==> src/lsclcg_pkg.sv <==
// ----------------------------------------------------------------------------
// lsclcg_pkg: shared types and constants of the list shuffle unit
// Field widths, generator constants, operation codes, controller states and
// the command and status bundles passed between controller and datapath.
// ----------------------------------------------------------------------------
package lsclcg_pkg;

  // Store geometry and shuffle passes
  localparam int LIST_DEPTH = 1024;
  localparam int PASSES     = 3;
  localparam int IDX_W      = $clog2(LIST_DEPTH);
  localparam int PASS_W     = (PASSES > 1) ? $clog2(PASSES) : 1;

  // Item field widths
  localparam int OP_W    = 2;
  localparam int INDEX_W = 10;
  localparam int WORD_W  = 32;
  localparam int COUNT_W = 11;
  localparam int SEED_W  = 31;

  // Stream widths, padded to whole bytes
  localparam int IN_TDATA_W  = 56;
  localparam int OUT_TDATA_W = 40;

  // Generator arithmetic widths
  localparam int MULT_W   = 16;
  localparam int FOLD_W   = 8;
  localparam int PROD_W   = SEED_W + MULT_W;
  localparam int HI_SC_W  = MULT_W + FOLD_W;
  localparam int SCALE_W  = SEED_W + COUNT_W;
  localparam int Q_SC_W   = COUNT_W + FOLD_W;

  // Generator constants; FOLD is 2^31 minus the modulus
  localparam logic [SEED_W-1:0] MOD_A        = 31'd2147483563;
  localparam logic [SEED_W-1:0] MOD_B        = 31'd2147483399;
  localparam logic [SEED_W-1:0] WRAP_ADD     = 31'd2147483562;
  localparam logic [SEED_W-1:0] SEED_A_RESET = 31'd12345;
  localparam logic [SEED_W-1:0] SEED_B_RESET = 31'd67890;
  localparam logic [MULT_W-1:0] MUL_A        = 16'd40014;
  localparam logic [MULT_W-1:0] MUL_B        = 16'd40692;
  localparam logic [FOLD_W-1:0] FOLD_A       = 8'd85;
  localparam logic [FOLD_W-1:0] FOLD_B       = 8'd249;

  // Operation codes
  typedef enum logic [OP_W-1:0] {
    OP_WRITE   = 2'd0,
    OP_SHUFFLE = 2'd1,
    OP_READ    = 2'd2
  } op_t;

  // Configuration register indexes
  typedef enum logic [0:0] {
    CFG_SEED_A = 1'b0,
    CFG_SEED_B = 1'b1
  } cfg_reg_t;

  // Controller states
  typedef enum logic [3:0] {
    ST_IDLE,
    ST_READ,
    ST_MUL,
    ST_RED,
    ST_ZED,
    ST_SCL,
    ST_QUO,
    ST_RDJ,
    ST_WRP,
    ST_WRJ,
    ST_DONE
  } state_t;

  // Commands from controller to datapath
  typedef struct packed {
    logic start_shuf;   // capture count, clear step counters
    logic gen_mul;      // register generator products
    logic gen_red;      // reduce products into generator state
    logic z_ld;         // register combined output
    logic scl_ld;       // register z times count
    logic j_ld;         // register swap partner index
    logic rd_idx;       // read store at item index
    logic rd_pos;       // read store at step position
    logic rd_j;         // read store at partner index
    logic wr_in;        // write item value at item index
    logic wr_pos;       // write partner word at step position
    logic wr_j;         // write held word at partner index
    logic cap_tmp;      // hold word read from step position
    logic step_adv;     // advance step position and pass
    logic out_ld;       // load result register
    logic out_sel_read; // result data from store read
    logic out_status;   // result status bit
  } cmd_t;

  // Status from datapath to controller
  typedef struct packed {
    logic last_step;
  } sts_t;

endpackage

==> src/lsclcg_ctrl.sv <==
// ----------------------------------------------------------------------------
// lsclcg_ctrl: operation sequencer
// Decodes accepted items, steps each shuffle swap through generator update,
// index scaling and the four store accesses, and owns the result valid flag.
// ----------------------------------------------------------------------------
module lsclcg_ctrl (
  input  logic                           clk,
  input  logic                           rst_n,
  input  logic                           in_tvalid,
  output logic                           in_tready,
  input  logic [lsclcg_pkg::OP_W-1:0]    in_op,
  input  logic [lsclcg_pkg::INDEX_W-1:0] in_index,
  input  logic [lsclcg_pkg::COUNT_W-1:0] in_count,
  output logic                           out_tvalid,
  input  logic                           out_tready,
  output lsclcg_pkg::cmd_t               cmd,
  input  lsclcg_pkg::sts_t               sts
);

  import lsclcg_pkg::*;

  state_t state_r, state_nxt;
  logic   out_valid_r, out_valid_nxt;
  logic   in_acc, idx_ok, cnt_bad, cnt_zero;

  // Item decode
  assign in_tready = (state_r == ST_IDLE) && (!out_valid_r || out_tready);
  assign in_acc    = in_tvalid && in_tready;
  assign idx_ok    = (32'(in_index) < LIST_DEPTH);
  assign cnt_bad   = (32'(in_count) > LIST_DEPTH);
  assign cnt_zero  = (in_count == '0);

  // Next state
  always_comb begin
    state_nxt = state_r;
    unique case (state_r)
      ST_IDLE: begin
        if (in_acc) begin
          if ((in_op == OP_READ) && idx_ok) begin
            state_nxt = ST_READ;
          end else if ((in_op == OP_SHUFFLE) && !cnt_bad && !cnt_zero) begin
            state_nxt = ST_MUL;
          end
        end
      end
      ST_READ: state_nxt = ST_IDLE;
      ST_MUL:  state_nxt = ST_RED;
      ST_RED:  state_nxt = ST_ZED;
      ST_ZED:  state_nxt = ST_SCL;
      ST_SCL:  state_nxt = ST_QUO;
      ST_QUO:  state_nxt = ST_RDJ;
      ST_RDJ:  state_nxt = ST_WRP;
      ST_WRP:  state_nxt = ST_WRJ;
      ST_WRJ:  state_nxt = sts.last_step ? ST_DONE : ST_MUL;
      ST_DONE: state_nxt = ST_IDLE;
      default: state_nxt = ST_IDLE;
    endcase
  end

  // Commands
  always_comb begin
    cmd = '0;
    unique case (state_r)
      ST_IDLE: begin
        if (in_acc) begin
          unique case (op_t'(in_op))
            OP_WRITE: begin
              cmd.wr_in      = idx_ok;
              cmd.out_ld     = 1'b1;
              cmd.out_status = !idx_ok;
            end
            OP_SHUFFLE: begin
              cmd.start_shuf = !cnt_bad && !cnt_zero;
              cmd.out_ld     = cnt_bad || cnt_zero;
              cmd.out_status = cnt_bad;
            end
            OP_READ: begin
              cmd.rd_idx     = idx_ok;
              cmd.out_ld     = !idx_ok;
              cmd.out_status = !idx_ok;
            end
            default: begin
              cmd.out_ld     = 1'b1;
              cmd.out_status = 1'b1;
            end
          endcase
        end
      end
      ST_READ: begin
        cmd.out_ld       = 1'b1;
        cmd.out_sel_read = 1'b1;
      end
      ST_MUL: begin
        cmd.gen_mul = 1'b1;
        cmd.rd_pos  = 1'b1;
      end
      ST_RED: begin
        cmd.gen_red = 1'b1;
        cmd.cap_tmp = 1'b1;
      end
      ST_ZED: cmd.z_ld   = 1'b1;
      ST_SCL: cmd.scl_ld = 1'b1;
      ST_QUO: cmd.j_ld   = 1'b1;
      ST_RDJ: cmd.rd_j   = 1'b1;
      ST_WRP: cmd.wr_pos = 1'b1;
      ST_WRJ: begin
        cmd.wr_j     = 1'b1;
        cmd.step_adv = 1'b1;
      end
      ST_DONE: cmd.out_ld = 1'b1;
      default: cmd = '0;
    endcase
  end

  // Result valid: set on load, drop once the transfer completes
  always_comb begin
    if (cmd.out_ld) begin
      out_valid_nxt = 1'b1;
    end else if (out_tready) begin
      out_valid_nxt = 1'b0;
    end else begin
      out_valid_nxt = out_valid_r;
    end
  end

  always_ff @(posedge clk) begin
    if (!rst_n) begin
      state_r     <= ST_IDLE;
      out_valid_r <= 1'b0;
    end else begin
      state_r     <= state_nxt;
      out_valid_r <= out_valid_nxt;
    end
  end

  assign out_tvalid = out_valid_r;

endmodule

==> config.mk <==
export PLATFORM = sky130hd
export DESIGN_NAME = lsclcg_ctrl
export DESIGN_NICKNAME = d
export VERILOG_FILES = /design/src/lsclcg_pkg.sv /design/src/lsclcg_ctrl.sv
export SDC_FILE = /design/constraint.sdc
export NUM_CORES = 1
export LEC_CHECK = 0
export BUFFER_PORTS_ARGS = -buffer_cell sky130_fd_sc_hd__buf_2
export CAP_MARGIN = 0
export CELL_PAD_IN_SITES_DETAIL_PLACEMENT = 0
export CELL_PAD_IN_SITES_GLOBAL_PLACEMENT = 1
export CORE_ASPECT_RATIO = 0.9
export CORE_MARGIN = 1.5
export CORE_UTILIZATION = 22
export DETAILED_ROUTE_END_ITERATION = 8
export PLACE_DENSITY_LB_ADDON = 0.1
export SLEW_MARGIN = 10
export SYNTH_ARGS = -nofsm -noshare
export SYNTH_HDL_FRONTEND = slang
export SYNTH_SLANG_ARGS = --single-unit
export TNS_END_PERCENT = 100
==> constraint.sdc <==
create_clock -name clk -period 1.9 [get_ports clk]
set_input_delay 0.19 -clock clk [delete_from_list [all_inputs] [get_ports clk]]
set_output_delay 0.19 -clock clk [all_outputs]
set_load 0.01 [all_outputs]
Word level (Yosys, flattened, before mapping)
Cells that the tools add are included.
- bits in registers: 5
- logic and storage cells: 65
- output and inout bits: 19
- $lt $le $gt $ge: 1
- eq/ne operators: 14
- reductions and logical operators: 17
- mux-type cells: 31
- operator list (kind ; count):
    $pmux 4 s9 ; 1
    $mux 1 ; 23
    $eq 4x3->1 const B ; 4
    $mux 4 ; 4
    $eq 4x4->1 const B ; 3
    $gt 11x11->1 const B ; 1
    $logic_not 11->1 ; 1
    $eq 4x2->1 const B ; 2
    $pmux 1 s2 ; 3
    $logic_and 1x1->1 ; 5
    $eq 4x1->1 const B ; 1
    $logic_not 4->1 ; 1
    $reduce_or 2->1 ; 2
    $logic_not 1->1 ; 3
    $ne 3x1->1 const B ; 1
    $eq 2x1->1 const B ; 1
    $eq 2x2->1 const B ; 1
    $logic_not 2->1 ; 1
    $logic_or 1x1->1 ; 2
    $ne 2x2->1 const B ; 1
    $reduce_and 2->1 ; 1
    $reduce_bool 2->1 ; 1

Longest topological paths before layout
- word-level depth: 8
- mapped depth: 6
- gate-level depth less buffers: 4

Worst setup path after synthesis
Ideal clock, no wire load.
- kind: input -> output
- from: input port in_count[7] (netlist bit)
- to: output port cmd[16] (netlist bit)
- required time: 1.710 ns
- stages: 4
- setup slack: 0.519 ns
- buffers on the path: 0
- arrival: 1.191 ns
- cell sequence: nor4_2 -> a31oi_1 -> or3b_1 -> nor3_2
- RTL lines (element ; RTL line ; RTL):
    start, declared ; lsclcg_ctrl.sv:13 ; input logic [lsclcg_pkg::COUNT_W-1:0] in_count,
    end, declared ; lsclcg_ctrl.sv:16 ; output lsclcg_pkg::cmd_t cmd,

Worst setup path in the final report
- from: register state_r[3]
- to: output port in_tready
- word-level cells in the longest chain between the ends: 2
- RTL lines (element ; RTL line ; RTL):
    start, declared ; lsclcg_ctrl.sv:22 ; state_t state_r, state_nxt;
    start signal, assigned ; lsclcg_ctrl.sv:131 ; state_r <= state_nxt;
    $logic_not 4->1 ; lsclcg_ctrl.sv:27 ; assign in_tready = (state_r == ST_IDLE) && (!out_valid_r || out_tready);
    $logic_and 1x1->1 ; lsclcg_ctrl.sv:27 ;
    end, declared ; lsclcg_ctrl.sv:10 ; output logic in_tready,
Every way passes these cells.

==> reports/qor.yml <==
min_period_ns: 1.73
wire_per_inst_um: 10.3
r2r_slack_ns: 0.37
finalMaxSlewViolations: 0
portBuffers: 36
p_seq_frac: 0.341
vias: 601
synth_top_family_by_area: "simple AND/OR/NAND/NOR gates"
post-route-util: 0.324
syn_nets: 99
cp.required_ns: 1.71
cts_setup_buffers: 0
synth_seq_cells: 5
dr_wl_met2_um: 583
synthAdderAreaFrac: 0
dp_hpwl_um: 1060
core-area_um2: 2200
hold_path_class: "in -> reg"
grt_pass1_wl_um: 2170
clk_pin_slew_worst_paths_ns: 0.04
synthMuxAreaShare: 0.0194
cts_tree: "built"
yosysSeqAreaShare: 0.194
maxCapViolations: 0
cts-root-buf: "clkbuf_4"
ant_nets: 0
synth.avg_cell_area_um2: 7.26
fp.dieH_um: 48.9
ir_drop_v: 0.000305
clockPowerShare: 0.333
path_max_fanout: 11
crit_path_end_kind: "primary output"
synth_area_leaders: "dfxtp_1 19%, nor3_1 7.8%, nand2b_1 7.3%, nor4_2 7.3%, nor2_1 6.6%"
grt-ovfl-total: 0
fin_skew_ns: 0.00340
diodes: 0
areaGrowthSynthToFinish_pct: 38.3
p_sw_frac: 0.317
crit_arrival_ns: 1.54
tightestPinTransition_ns: 0.410
synth_simple_gate_area_frac: 0.476
grt_max_degree: 14
viasPerCell: 4.59
grtUsageTotal: 0.106
startpoint_type: "register"
switching_power_mw: 0.115
p_int_mw: 0.248
yosys_warnings: 0
clock.fmax_mhz: 577
grt_pass1_vias: 485
drtIter0Drc: 11
drc: 0
start_util: 0.234
setup_viol: 0
syn_inst: 71
cts_resized: 0
finalHoldViolations: 0
nNetsFinal: 133
h-tree-depth: 1
rsz0062_at_grt: "false"
synthDistinctLibCells: 29
drive_gt1_frac: 0.433
power.leakage_nw: 0.366
wirelength_um: 1350
combinationalPowerShare: 0.326
antenna_found_initial: 0
dr.max_layer_used: "met4"
finalPower_mw: 0.364
synth-xor-area-share: 0.0170
fin_crit_sh: 0.912
clock_latency_ns: 0.24
numClockSinks: 5
drt-pass1-iter-count: 4
synth_top_area_cell: "dfxtp_1"
routabilityCongestion: 0.722
synth_area_um2: 515
synth-compound-area-share: 0.175
clock_path_buffers: 2
postCtsHoldBufs: 0
critPathKind: "reg -> out"
placementRows: 16
io_pins: 47
status: "complete, no violations"
synth_top_area_frac: 0.194
fin_setup_tns_ns: 0
power.density_nw_per_um2: 510
fp.dieW_um: 54.0
drt-met1-wl_um: 679
slew_headroom: 0.726
numCtsBuffers: 3
die_area_um2: 2640
wl_met3_um: 78
==> power by group through the flow <==
| stage | registers, mW | logic, mW | clock network (mW) |
|---|---|---|---|
| 2_1_floorplan | 0.117 | 0.0822 | 0 |
| 3_3_place_gp | 0.126 | 0.121 | 0 |
| 3_5_place_dp | 0.125 | 0.120 | 0 |
| 4_1_cts | 0.124 | 0.120 | 0.126 |
| 5_1_grt | 0.125 | 0.134 | 0.128 |
| 6_report | 0.124 | 0.118 | 0.121 |
==> registers in the layout, summed over array words and instances, names as in the netlist <==
name / cells
state_r: 4
out_tvalid: 1
==> area by class of cell <==
| type | instances | area (um^2) |
|---|---|---|
| Fill cell | 268 | 1490 |
| Multi-Input combinational cell | 55 | 354 |
| Timing Repair Buffer | 37 | 188 |
| Sequential cell | 5 | 100 |
| Tap cell | 27 | 33.8 |
| Clock buffer | 4 | 26.3 |
| Inverter | 3 | 11.3 |
==> critical path, cell delays in order, from the launching register on <==
cell and delay, ns:
dfxtp_1 0.42, or4_1 0.61, nor2_1 0.14, buf_2 0.14
==> synth_stat cells, drive strengths merged <==
cell type  instances
o31ai              1
o2111a             1
nor3b              1
o311ai             1
mux2i              1
o22ai              1
buf                8
nor2               9
nor4               3
a21boi             1
o211a              1
a22oi              1
nand2b             6
or4                1
inv                3
a31oi              1
and4               1
xor2               1
nor3               9
or3b               1
dfxtp              5
nand3              1
nand2              4
o21ai              2
o21a               2
nand3b             1
nor2b              4
==> logic make-up (layout without fill, tap and decap cells) <==
logic type             count (synthesis)  in the layout
AO/OA/AOI/OAI                         12             12
buffers and inverters                 11             44
flip-flops                             5              5
XOR/XNOR                               1              1
multiplexers                           1              1
AND/OR/NAND/NOR                       41             41
==> cell usage in the layout, fill, tap and decap left out, types with 2 or more instances in the layout <==
cell type	count
nor2_1	9
buf_2	36
nand2b_1	6
nor2b_1	4
clkbuf_4	3
o21ai_0	2
o21a_1	2
dfxtp_1	5
inv_1	3
nor4_2	3
nand2_1	4
nor3_1	8
==> final timing paths <==
path / start / end / depth (start not counted)
min: rst_n / out_tvalid / 3
min reg2reg: state_r[0] / state_r[0] / 1
max: state_r[3] / in_tready / 3
max reg2reg: state_r[3] / state_r[0] / 3
==> metrics by stage <==
stage	hold WS, ns	setup WS (ns)	cells	instance area [um^2]
finish	0.237	0.168	131	713
global placement	0.485	0.253	127	687
global route	0.257	0.0592	131	713
detailed placement	0.472	0.258	127	687
CTS	0.227	0.154	131	713
floorplan	0.318	0.519	71	515
==> routing by layer <==
layer / up-vias / track usage
met5: - / 0
met3: 2 / 0.0215
met4: 0 / 0.0375
met2: 13 / 0.136
li1: 321 / -
met1: 265 / 0.170
Power figures use the tool's default switching activity.
